--- config.mk ---
export PLATFORM = sky130hd
export DESIGN_NAME = jps_cell
export DESIGN_NICKNAME = d
export VERILOG_FILES = /design/src/rtl/core/jps_pkg.sv /design/src/rtl/core/jps_cell.sv
export SDC_FILE = /design/constraint.sdc
export NUM_CORES = 1
export LEC_CHECK = 0
export BUFFER_PORTS_ARGS = -buffer_cell sky130_fd_sc_hd__buf_2
export CORE_ASPECT_RATIO = 1.2
export CORE_MARGIN = 8
export CORE_UTILIZATION = 41
export CTS_CLUSTER_DIAMETER = 30
export CTS_CLUSTER_SIZE = 10
export DETAILED_ROUTE_END_ITERATION = 10
export PLACE_DENSITY = 0.87
export RECOVER_POWER = 100
export SKIP_LAST_GASP = 1
export SLEW_MARGIN = 25
export SYNTH_ARGS = -nofsm -noshare
export SYNTH_HDL_FRONTEND = slang
export SYNTH_SLANG_ARGS = --single-unit
--- constraint.sdc ---
create_clock -name clk -period 0.8 [get_ports clk]
set_input_delay 0.08 -clock clk [delete_from_list [all_inputs] [get_ports clk]]
set_output_delay 0.08 -clock clk [all_outputs]
set_load 0.02 [all_outputs]
--- src/rtl/core/jps_pkg.sv ---
// Shared types and constants of the Jacobi Poisson stencil sweep.
// No dependencies.
`timescale 1ns / 1ps
`default_nettype none

package jps_pkg;

	localparam int SAMPLE_W   = 32;
	localparam int GRID_W     = 11;
	localparam int HSQ_W      = 31;
	localparam int INV_W      = 25;
	localparam int CFG_DATA_W = 31;
	localparam int CFG_IDX_W  = 2;
	localparam int RSUM_W     = 64;
	localparam int PROD_W     = 61;
	localparam int MAG_W      = 60;

	typedef logic signed [SAMPLE_W-1:0] sample_t;
	typedef logic [CFG_IDX_W-1:0]       cfg_idx_t;

	localparam cfg_idx_t CFG_GRID_SIZE = 2'd0;
	localparam cfg_idx_t CFG_HSQ_Q30   = 2'd1;
	localparam cfg_idx_t CFG_INV_HSQ   = 2'd2;

	// one window column: two rows back, one row back, current row
	typedef struct packed {
		sample_t top;
		sample_t mid;
		sample_t bot;
	} col_t;

	typedef struct packed {
		sample_t upper;
		sample_t middle;
	} line_pair_t;

endpackage

`default_nettype wire

--- src/rtl/core/jps_cell.sv ---
// One column cell of the 3x3 window chain; loads its neighbor's column.
// Depends on jps_pkg.
`timescale 1ns / 1ps
`default_nettype none

module jps_cell (
	input  wire           clk,
	input  wire           shift_en,
	input  jps_pkg::col_t col_in,
	output jps_pkg::col_t col_out
);
	import jps_pkg::*;

	col_t col_q;

	always_ff @(posedge clk) begin
		if (shift_en) begin
			col_q <= col_in;
		end
	end

	assign col_out = col_q;

endmodule

`default_nettype wire

==> impl_metrics.ini <==
[die]
die_h_um = 108
core_area_um2 = 6810
die_x_um = 92.5
initial_core_util = 0.423
core.rowCount = 33
dieArea_um2 = 9980
io_pins = 194

[sta]
drv_slew = 0
hold_viol = 0
period_needed_ns = 1.07
fmax_ghz = 0.937
worst_pin_slew_ns = 0.406
setup_ws_ns = -0.267
setup_viol = 96
rsz0062_at_grt = yes
fin_crit_sh = 1.33
slew-limit-headroom = 0.729

[route]
ant_nets = 0
wl_um = 10700
drcViolationCount = 0
vias_per_cell = 4.52
wl_per_cell_um = 21.8
drt_iter0_markers = 153
dr.pass1.iters = 6
num_vias = 2217

[global_routing]
grt_pass1_vias = 2555
grt-ovfl-total = 0
met3_usage = 0.0942
gr-usage-met1 = 0.190
grt_pass1_wl_um = 14500
grtUsageMet2 = 0.352
grt_max_degree = 47
track_usage = 0.198
antenna_found_initial = 0
grt-busiest-layer = met2

[power_and_ir_drop]
p_per_area_nw_per_um2 = 2050
combinationalPowerShare = 0.178
p_int_mw = 8.87
sequentialPowerShare = 0.529
ir_drop_uv = 1360
power_switching_mw = 2.83
power_leakage_nw = 2.37
clockPowerShare = 0.294
swShare = 0.242

[placed_design]
place.gp.congestion = 0.734
place_area_um2 = 4010
io_buffers = 193
dp.cells = 379

[setup_path]
critPathRequiredTime_ns = 0.72
start_kind = flop
worstPathCellList = buf_6
path_buf_inv = 1
arrival_ns = 0.99
cpPeakStageDelay_ns = 0.46
cp_top_family = flip-flops
crit_slowest_cell = edfxtp_1
cp_max_fo = 1
end_kind = output pin
crit_type = reg -> out

[outcome]
outcome = finished with violations
violations = setup timing

[logic_synthesis]
postSynthAreaPerCell_um2 = 30.0
ys_types = 1
seq_area_frac_synth = 1.00
yosys_warnings = 0
syn-num-nets = 194
synth_top_cell_by_area = edfxtp_1
syn_inst = 96
ys_ff_latch = 96
yosysTopAreaCellShare = 1.00
synth_area_leaders = edfxtp_1 100%
syn_area_um2 = 2880

[clocking]
cts_setup_buffers = 0
htree_levels = 3
numCtsBuffers = 9
clk_path_buf_depth = 2
cts.clk_slew.worst_paths_ns = 0.10
root_buffer = clkbuf_8
clkSinkCount = 96
cts_tree = yes

[hold_path]
min_path_type = in -> reg
min_from = shift_en
holdPathEnd = col_out[95]
hold_depth = 2

[flow_run]
cap_violations = 0

[final_layout]
fillers = 335
layout.nets = 497
largest_register_ffs = 96
multiInputCombCellCount = 0
antennaDiodeCount = 0
multi_input_area_um2 = 0
stdcell_count = 491
syn_to_final_growth_pct = 97.7
drive_gt1_frac = 0.485
final_cell_mix = 96 x edfxtp_1, 96 x dlygate4sd3_1, 90 x buf_6
fin_util = 0.836
design_area_um2 = 5700
-- layout make-up --
cell class            instances  area [µm²]  share of cell area
Tap cell                     87         109              0.0191
Timing Repair Buffer        292        2490               0.437
Sequential cell              96        2880               0.506
Clock buffer                  9         124              0.0217
Clock inverter                7        93.8              0.0165
-- Yosys cell counts --
master / n
edfxtp_1: 96
-- worst max-delay path by stage --
| stage | startpoint | end | slack, ns | depth (start not counted) |
|---|---|---|---|---|
| 6_report | col_out[32] | col_out[32] | -0.27 | 1 |
| 5_1_grt | col_out[32] | col_out[32] | -0.30 | 1 |
| 4_1_cts | col_out[17] | col_out[17] | -0.23 | 1 |
| 3_5_place_dp | shift_en | col_out[49] | 0.008 | 2 |
| 3_3_place_gp | shift_en | col_out[1] | 0.03 | 2 |
| 2_1_floorplan | col_out[0] | col_out[0] | 0.27 | 0 |
-- cell families after synthesis --
logic type | Yosys count | synth area share
flip-flops | 96 | 1.00
-- power by group through the flow --
stage               clock (mW)  combinational, mW  sequential (mW)
finish                    3.44               2.08             6.19
floorplan                    0                  0             6.71
detailed placement           0               1.29             6.18
global placement             0               1.26             6.15
CTS                       3.47               1.84             6.11
global route              3.66               2.16             6.22
-- metrics by stage --
step	setup TNS, ns	power [mW]	setup WS, ns	hold slack, ns
after floorplan	0	6.71	0.271	0.179
after global placement	0	7.41	0.0281	0.256
after detailed placement	0	7.47	0.00841	0.258
after CTS	-18.00	11.4	-0.232	0.0988
after global routing	-21.13	12.0	-0.303	0.249
final	-17.31	11.7	-0.267	0.236
-- timing repair --
action | CTS | global route
hold endpoints to repair | 96 | 0
pin swaps | 0 | 0
cloned | 0 | 0
hold buffers | 96 | 0
endpoints found under the setup margin | 96 | 96
gates resized for setup | 78 | 100
-- routing by layer --
layer | vias up | share of wire | wire length, µm
li1 | 995 | - | -
met1 | 1061 | 0.34 | 3620
met2 | 144 | 0.53 | 5720
met3 | 17 | 0.11 | 1170
met4 | 0 | 0.018 | 191
met5 | - | 0 | 0
Power figures use the tool's default switching activity.
